--- src/rtl/utx_pkg.sv ---
// Shared types and constants for the UART transmitter with transmit FIFO.
package utx_pkg;

  localparam int unsigned FIFO_DEPTH_DEF = 64;
  localparam int unsigned BYTE_W         = 8;
  localparam int unsigned FRAME_W        = 10;
  localparam int unsigned PERIOD_W       = 16;

  localparam logic [PERIOD_W-1:0] BIT_PERIOD_RST = 16'd7500;

  localparam logic REQ_TICK = 1'b0;
  localparam logic REQ_PUSH = 1'b1;

  localparam logic START_BIT = 1'b0;
  localparam logic STOP_BIT  = 1'b1;
  localparam logic LINE_IDLE = 1'b1;

  typedef struct packed {
    logic              req_type;
    logic [BYTE_W-1:0] data_byte;
  } in_item_t;

  typedef struct packed {
    logic line_level;
    logic push_accepted;
    logic push_rejected;
    logic busy_res;
  } out_item_t;

  typedef struct packed {
    logic empty;
    logic full;
  } fifo_stat_t;

  typedef struct packed {
    logic line_nxt;
    logic busy_nxt;
  } shift_stat_t;

endpackage

--- src/rtl/utx_fifo.sv ---
// Transmit ring FIFO: storage memory, pointers and head-of-queue prefetch.
module utx_fifo
  import utx_pkg::*;
#(
  parameter int unsigned FIFO_DEPTH = FIFO_DEPTH_DEF
) (
  input  logic              clk,
  input  logic              rst_n,
  input  logic              push_req,
  input  logic [BYTE_W-1:0] push_data,
  input  logic              pop,
  output fifo_stat_t        stat,
  output logic [BYTE_W-1:0] head_data
);

  localparam int unsigned PTR_W = (FIFO_DEPTH > 1) ? $clog2(FIFO_DEPTH) : 1;
  localparam logic [PTR_W-1:0] PTR_LAST = PTR_W'(FIFO_DEPTH - 1);

  logic [BYTE_W-1:0] mem [FIFO_DEPTH];

  logic [PTR_W-1:0]  rd_ptr_r;
  logic [PTR_W-1:0]  rd_ptr_nxt;
  logic [PTR_W-1:0]  wr_ptr_r;
  logic [PTR_W-1:0]  wr_ptr_nxt;
  logic [PTR_W-1:0]  wr_ptr_inc;
  logic [PTR_W-1:0]  rd_ptr_inc;
  logic              do_push;
  logic [BYTE_W-1:0] rd_data_r;
  logic              fwd_r;
  logic              fwd_nxt;
  logic [BYTE_W-1:0] fwd_data_r;

  always_comb begin
    wr_ptr_inc = (wr_ptr_r == PTR_LAST) ? '0 : wr_ptr_r + 1'b1;
    rd_ptr_inc = (rd_ptr_r == PTR_LAST) ? '0 : rd_ptr_r + 1'b1;
    stat.full  = (wr_ptr_inc == rd_ptr_r);
    stat.empty = (wr_ptr_r == rd_ptr_r);
    do_push    = push_req && !stat.full;
    wr_ptr_nxt = do_push ? wr_ptr_inc : wr_ptr_r;
    rd_ptr_nxt = pop ? rd_ptr_inc : rd_ptr_r;
    fwd_nxt    = do_push && (wr_ptr_r == rd_ptr_nxt);
    head_data  = fwd_r ? fwd_data_r : rd_data_r;
  end

  // The read port always prefetches the entry at the next read pointer.
  always_ff @(posedge clk) begin
    if (do_push) begin
      mem[wr_ptr_r] <= push_data;
    end
    rd_data_r  <= mem[rd_ptr_nxt];
    fwd_data_r <= push_data;
  end

  always_ff @(posedge clk) begin
    if (!rst_n) begin
      rd_ptr_r <= '0;
      wr_ptr_r <= '0;
      fwd_r    <= 1'b0;
    end else begin
      rd_ptr_r <= rd_ptr_nxt;
      wr_ptr_r <= wr_ptr_nxt;
      fwd_r    <= fwd_nxt;
    end
  end

endmodule

--- src/rtl/utx_shifter.sv ---
// Bit divider, frame shift register, line driver and bit timer control.
module utx_shifter
  import utx_pkg::*;
(
  input  logic                clk,
  input  logic                rst_n,
  input  logic                cfg_we,
  input  logic [PERIOD_W-1:0] cfg_wdata,
  input  logic                tick,
  input  logic                start,
  input  fifo_stat_t          fifo_stat,
  input  logic [BYTE_W-1:0]   head_data,
  output logic                pop,
  output shift_stat_t         stat
);

  logic [PERIOD_W-1:0] period_r;
  logic [PERIOD_W-1:0] div_r;
  logic [PERIOD_W-1:0] div_nxt;
  logic [FRAME_W-1:0]  frame_r;
  logic [FRAME_W-1:0]  frame_nxt;
  logic                line_r;
  logic                line_nxt;
  logic                run_r;
  logic                run_nxt;

  always_comb begin
    div_nxt   = div_r;
    frame_nxt = frame_r;
    line_nxt  = line_r;
    run_nxt   = run_r;
    pop       = 1'b0;
    if (start) begin
      run_nxt = 1'b1;
    end else if (tick && run_r) begin
      if (div_r >= period_r) begin
        div_nxt = '0;
        if (frame_r != '0) begin
          line_nxt  = frame_r[0];
          frame_nxt = frame_r >> 1;
        end else if (fifo_stat.empty) begin
          run_nxt = 1'b0;
        end else begin
          pop       = 1'b1;
          frame_nxt = {STOP_BIT, head_data, START_BIT};
        end
      end else begin
        div_nxt = div_r + 1'b1;
      end
    end
    stat.line_nxt = line_nxt;
    stat.busy_nxt = run_nxt;
  end

  always_ff @(posedge clk) begin
    if (!rst_n) begin
      period_r <= BIT_PERIOD_RST;
      div_r    <= '0;
      frame_r  <= '0;
      line_r   <= LINE_IDLE;
      run_r    <= 1'b0;
    end else begin
      if (cfg_we) begin
        period_r <= cfg_wdata;
      end
      div_r   <= div_nxt;
      frame_r <= frame_nxt;
      line_r  <= line_nxt;
      run_r   <= run_nxt;
    end
  end

endmodule

--- src/rtl/uart_tx_with_fifo_unit.sv ---
// Top level of the 8-N-1 UART transmitter with a transmit ring FIFO.
//
// Each input transaction is either one base clock tick or a byte push, and
// each gives exactly one result transaction from the output register. The
// block takes one transaction every cycle unless the output stalls: the
// divider, shifter and FIFO pointers update together, and the FIFO memory
// keeps the head byte prefetched on its registered read port, so a frame load
// never waits for the memory. The FIFO holds FIFO_DEPTH - 1 bytes; a push to
// a full FIFO is reported as rejected. No clearing pass is needed after reset.
module uart_tx_with_fifo_unit
  import utx_pkg::*;
#(
  parameter int unsigned FIFO_DEPTH = FIFO_DEPTH_DEF
) (
  input  logic                clk,
  input  logic                rst_n,
  input  logic                in_valid,
  output logic                in_stall,
  input  in_item_t            in_item,
  output logic                out_valid,
  input  logic                out_stall,
  output out_item_t           out_item,
  input  logic                cfg_we,
  input  logic [PERIOD_W-1:0] cfg_wdata
);

  logic        in_accept;
  logic        is_push;
  logic        pop;
  logic [BYTE_W-1:0] head_data;
  fifo_stat_t  fifo_stat;
  shift_stat_t shift_stat;
  logic        out_valid_r;
  logic        out_valid_nxt;
  out_item_t   out_item_r;
  out_item_t   out_item_nxt;

  assign in_stall  = out_valid_r && out_stall;
  assign in_accept = in_valid && !in_stall;
  assign is_push   = (in_item.req_type == REQ_PUSH);

  utx_fifo #(
    .FIFO_DEPTH(FIFO_DEPTH)
  ) u_fifo (
    .clk      (clk),
    .rst_n    (rst_n),
    .push_req (in_accept && is_push),
    .push_data(in_item.data_byte),
    .pop      (pop),
    .stat     (fifo_stat),
    .head_data(head_data)
  );

  utx_shifter u_shifter (
    .clk      (clk),
    .rst_n    (rst_n),
    .cfg_we   (cfg_we),
    .cfg_wdata(cfg_wdata),
    .tick     (in_accept && (in_item.req_type == REQ_TICK)),
    .start    (in_accept && is_push && !fifo_stat.full),
    .fifo_stat(fifo_stat),
    .head_data(head_data),
    .pop      (pop),
    .stat     (shift_stat)
  );

  always_comb begin
    out_item_nxt.line_level    = shift_stat.line_nxt;
    out_item_nxt.push_accepted = is_push && !fifo_stat.full;
    out_item_nxt.push_rejected = is_push && fifo_stat.full;
    out_item_nxt.busy_res      = shift_stat.busy_nxt;
    if (in_accept) begin
      out_valid_nxt = 1'b1;
    end else if (!out_stall) begin
      out_valid_nxt = 1'b0;
    end else begin
      out_valid_nxt = out_valid_r;
    end
  end

  always_ff @(posedge clk) begin
    if (in_accept) begin
      out_item_r <= out_item_nxt;
    end
  end

  always_ff @(posedge clk) begin
    if (!rst_n) begin
      out_valid_r <= 1'b0;
    end else begin
      out_valid_r <= out_valid_nxt;
    end
  end

  assign out_valid = out_valid_r;
  assign out_item  = out_item_r;

endmodule
--- config.mk ---
export PLATFORM = sky130hd
export DESIGN_NAME = uart_tx_with_fifo_unit
export DESIGN_NICKNAME = d
export VERILOG_FILES = /design/src/rtl/utx_pkg.sv /design/src/rtl/utx_fifo.sv /design/src/rtl/utx_shifter.sv /design/src/rtl/uart_tx_with_fifo_unit.sv
export SDC_FILE = /design/constraint.sdc
export NUM_CORES = 1
export LEC_CHECK = 0
export BUFFER_PORTS_ARGS = -buffer_cell sky130_fd_sc_hd__buf_2
export CAP_MARGIN = 20
export CORE_MARGIN = 10
export CORE_UTILIZATION = 60
export DETAILED_ROUTE_END_ITERATION = 16
export PLACE_DENSITY = 0.86
export SLEW_MARGIN = 20
export SYNTH_ARGS = -nofsm -noshare
export SYNTH_HDL_FRONTEND = slang
export SYNTH_SLANG_ARGS = --single-unit
--- constraint.sdc ---
create_clock -name clk -period 3.7 [get_ports clk]
set_input_delay 0.37 -clock clk [delete_from_list [all_inputs] [get_ports clk]]
set_output_delay 0.37 -clock clk [all_outputs]
set_load 0.005 [all_outputs]
==> qor.txt <==
final core utilization = 0.728
gr usage total = 0.264
final worst-path cycle share = 1.00
Worst setup SP type = flop
CP max stage delay = 0.40 ns
synth top area cells = edfxtp_1, dfxtp_1, nand2_1
CP arrival = 4.20 ns
yosys synthesis warning count = 0
most used cell along the critical path = o211ai_1
Post-synth EDFFs = 516
H-tree depth = 2
initial core utilization = 0.610
Layout Skew = 0.0219 ns
Slew Viols, Final = 0
die height = 224 µm
DR WL/cell = 26.6 µm
Slew headroom = 0.275
Iter 0 DRT Violations = 3011
GP Congestion = 0.957
Bufs on Longest Clock Path = 3
post-synth cell types = 83
Worst-path clk slew = 0.06 ns
CP Class = flop to flop
VDD IR max = 0.000436 V
r2r endpoint = u_fifo.rd_data_r[1]$_DFF_P_
die area = 50300 µm²
total wire length = 72.0 mm
CP max FO = 20
Die Wd = 224 µm
failing checks = negative setup slack
outcome = finished, violations left
f_max = 0.270 GHz
top cell type's share of synthesized area = 0.619
Main synth FF type = edfxtp_1
PortBufs = 35
worst path cell trace = inv_1 -> ha_1 -> nand2b_1 -> a2111o_1 -> o211ai_1 -> a31oi_4 -> o22ai_4 -> clkbuf_16 -> bufbuf_16 -> buf_4 -> mux2i_1 -> o221ai_1 -> o21ai_1 -> o211ai_1
setup TNS = -0.000982 ns
register bit total from synthesis = 590
Setup WS post-layout = -0.000982 ns
Num CTS Buffers = 57
Hold Crit Start = in_valid
FP Rows = 74
core area = 41000 µm²
grt total ovfl = 0
Area Overhead vs Synth = 19.4%
global-route wire length before repair = 102 mm
largest net degree at the start of global routing = 61
worst r2r path cells = 14
IO Pins = 36
clock sinks = 590
dpl hpwl = 42.5 mm
1st-pass router iterations = 6
Final setup viols = 1
synthesized cell area = 25000 µm²
Mapped Cells = 1915
ant diodes = 0
P per Cell Area = 446 nW/µm²
Least-Margin Pin Slew = 1.09 ns
share of flip-flops with an asynchronous set or reset = 0
vias in the first global route = 17400
clk_lat worst skew = 0.63 ns
DRC Markers = 0
reported max-cap violation count = 0
Mapped Nets = 1964
final hold viol count = 0
antenna violations before repair = 0
layout net count = 2182
Clock Root Buffer = clkbuf_16
syn_area_per_cell = 13.1 µm²
Final min period = 3.70 ns
Vias per Instance = 6.65
share of cells above drive strength 1 = 0.221
CP required = 4.20 ns
Worst setup EP type = flop
Via Count = 18000
Routed Antenna Nets = 0
FF-to-FF setup slack = -0.001 ns
Leakage = 0.0105 µW
Seq/Total Area, Yosys = 0.678
Synth area leader = edfxtp_1
R2R Path Start = u_shifter.div_r[0]$_SDFFE_PN0P_
hold crit path type = primary input to flop
slowest cell on the critical path = o22ai_4
hold endpoint = out_valid$_SDFFE_PN0P_
RSZ-0062 raised after global routing = true
WHS Path Cells = 2
CTS tree = built
[how the worst max path moves through the flow]
stage | end | start
after global placement | u_fifo.rd_data_r[3]$_DFF_P_ | u_shifter.period_r[13]$_SDFFE_PN0P_
after global routing | u_fifo.rd_data_r[0]$_DFF_P_ | u_shifter.div_r[0]$_SDFFE_PN0P_
after detailed placement | u_fifo.rd_data_r[7]$_DFF_P_ | u_shifter.period_r[9]$_SDFFE_PN0P_
final | u_fifo.rd_data_r[1]$_DFF_P_ | u_shifter.div_r[0]$_SDFFE_PN0P_
after CTS | u_fifo.rd_data_r[1]$_DFF_P_ | u_shifter.period_r[9]$_SDFFE_PN0P_
after floorplan | u_fifo.rd_data_r[3]$_DFF_P_ | u_shifter.div_r[0]$_SDFFE_PN0P_
[registers in the layout, summed over array words and instances (netlist names)]
register and count:
u_fifo.fwd_r 1, out_valid 1, u_shifter.div_r 16, u_shifter.period_r 16
out_item 4, u_fifo.fwd_data_r 8, u_fifo.rd_ptr_r 6, u_fifo.rd_data_r 8
u_shifter.frame_r 10, u_shifter.run_r 1, u_fifo.mem 512, u_fifo.wr_ptr_r 6
u_shifter.line_r 1
[metal layers]
| layer | global-route usage | part of all wire | vias to the layer above |
|---|---|---|---|
| met4 | 0.121 | 0.052 | 0 |
| met1 | 0.332 | 0.35 | 8617 |
| met3 | 0.0566 | 0.13 | 299 |
| met2 | 0.435 | 0.47 | 1513 |
| li1 | - | - | 7606 |
| met5 | 0 | 0 | - |
[per-stage QoR]
stage                     cell area, µm²  cells  worst slack, ns  power (µW)  hold slack, ns
after global routing               29900   2711           -0.158       13600          0.0258
after detailed placement           26900   2554           -0.260        7680           0.484
after floorplan                    25000   1915            0.407        7510           0.398
after CTS                          29100   2683          0.00264       13300         0.00756
final                              29900   2711        -0.000982       13300          0.0131
after global placement             26900   2554           -0.194        7670           0.477
[cells in the final DEF, fill, tap and decap left out, types with 14 or more instances in the layout]
cell / instances
edfxtp_1: 516
nand2_1: 315
buf_4: 197
nor2_1: 124
mux2i_1: 108
nand3_1: 105
dfxtp_1: 67
clkbuf_16: 64
a21oi_1: 38
inv_1: 35
buf_2: 35
a211oi_1: 32
mux2_2: 25
nand2b_1: 22
a22oi_1: 22
xnor2_1: 21
and3_1: 21
nand4_1: 19
o21ai_0: 17
o211ai_1: 15
nor4_1: 14
dlygate4sd3_1: 14
buf_12: 14
[final cells by class]
class                      count  area (µm²)
clock inverter                31         284
tap                          532         666
inverter                      40         150
timing repair buffer         281        2470
clock buffer                  74        1560
sequential                   590       17000
multi-input combinational   1163        7760
fill                        2349       11100
[cell families after synthesis]
group / after synthesis / synth area share
muxes: 146 / 0.0619
adders and majority gates: 19 / 0.00950
DFF: 590 / 0.678
buffers and inverters: 163 / 0.0306
AOI/OAI and AO/OA: 256 / 0.0773
xor gates and xnor gates: 36 / 0.0129
and+or+nand+nor: 705 / 0.129
[critical path, delay by kind of cell, from the launching register on]
family,cells,cell delay [ns]
simple gates,1,0.14
mux,1,0.25
fa+ha+maj,1,0.27
buf+inv,4,0.83
flops,1,0.37
compound gates,7,1.71
[cells in the mapped netlist, types with 12 or more instances]
cell type  count
o22ai_1       13
mux2i_1      113
mux2_2        28
xor2_1        14
a311oi_1      12
a21oi_1       39
nand2b_1      22
nand4_1       19
o21ai_0       21
buf_2         53
a211oi_1      35
ha_1          19
nor3b_1       14
o211ai_1      15
dfxtp_1       74
nand3_1      106
nor2_1       132
edfxtp_1     516
inv_1         37
a32oi_1       12
a22oi_1       22
and3_1        24
nor4_1        14
clkbuf_1      46
nand2_1      318
xnor2_1       21
buf_4         16
[where the power goes]
group	switching, µW	total [µW]	internal (µW)
registers	19.0	7280	7260
clock network	2480	5740	3260
logic	202	292	89.4
total	2710	13300	10600
[repair_timing]
| item | in CTS | in global routing |
|---|---|---|
| gates resized for setup | 19 | 94 |
| cloned | 3 | 7 |
| hold buffers | 14 | 0 |
| setup endpoints to repair | 44 | 173 |
| pin swaps | 4 | 24 |
| endpoints found under the hold margin | 14 | 0 |
| buffers inserted | 7 | 24 |
(Power assumes the default switching activity.)
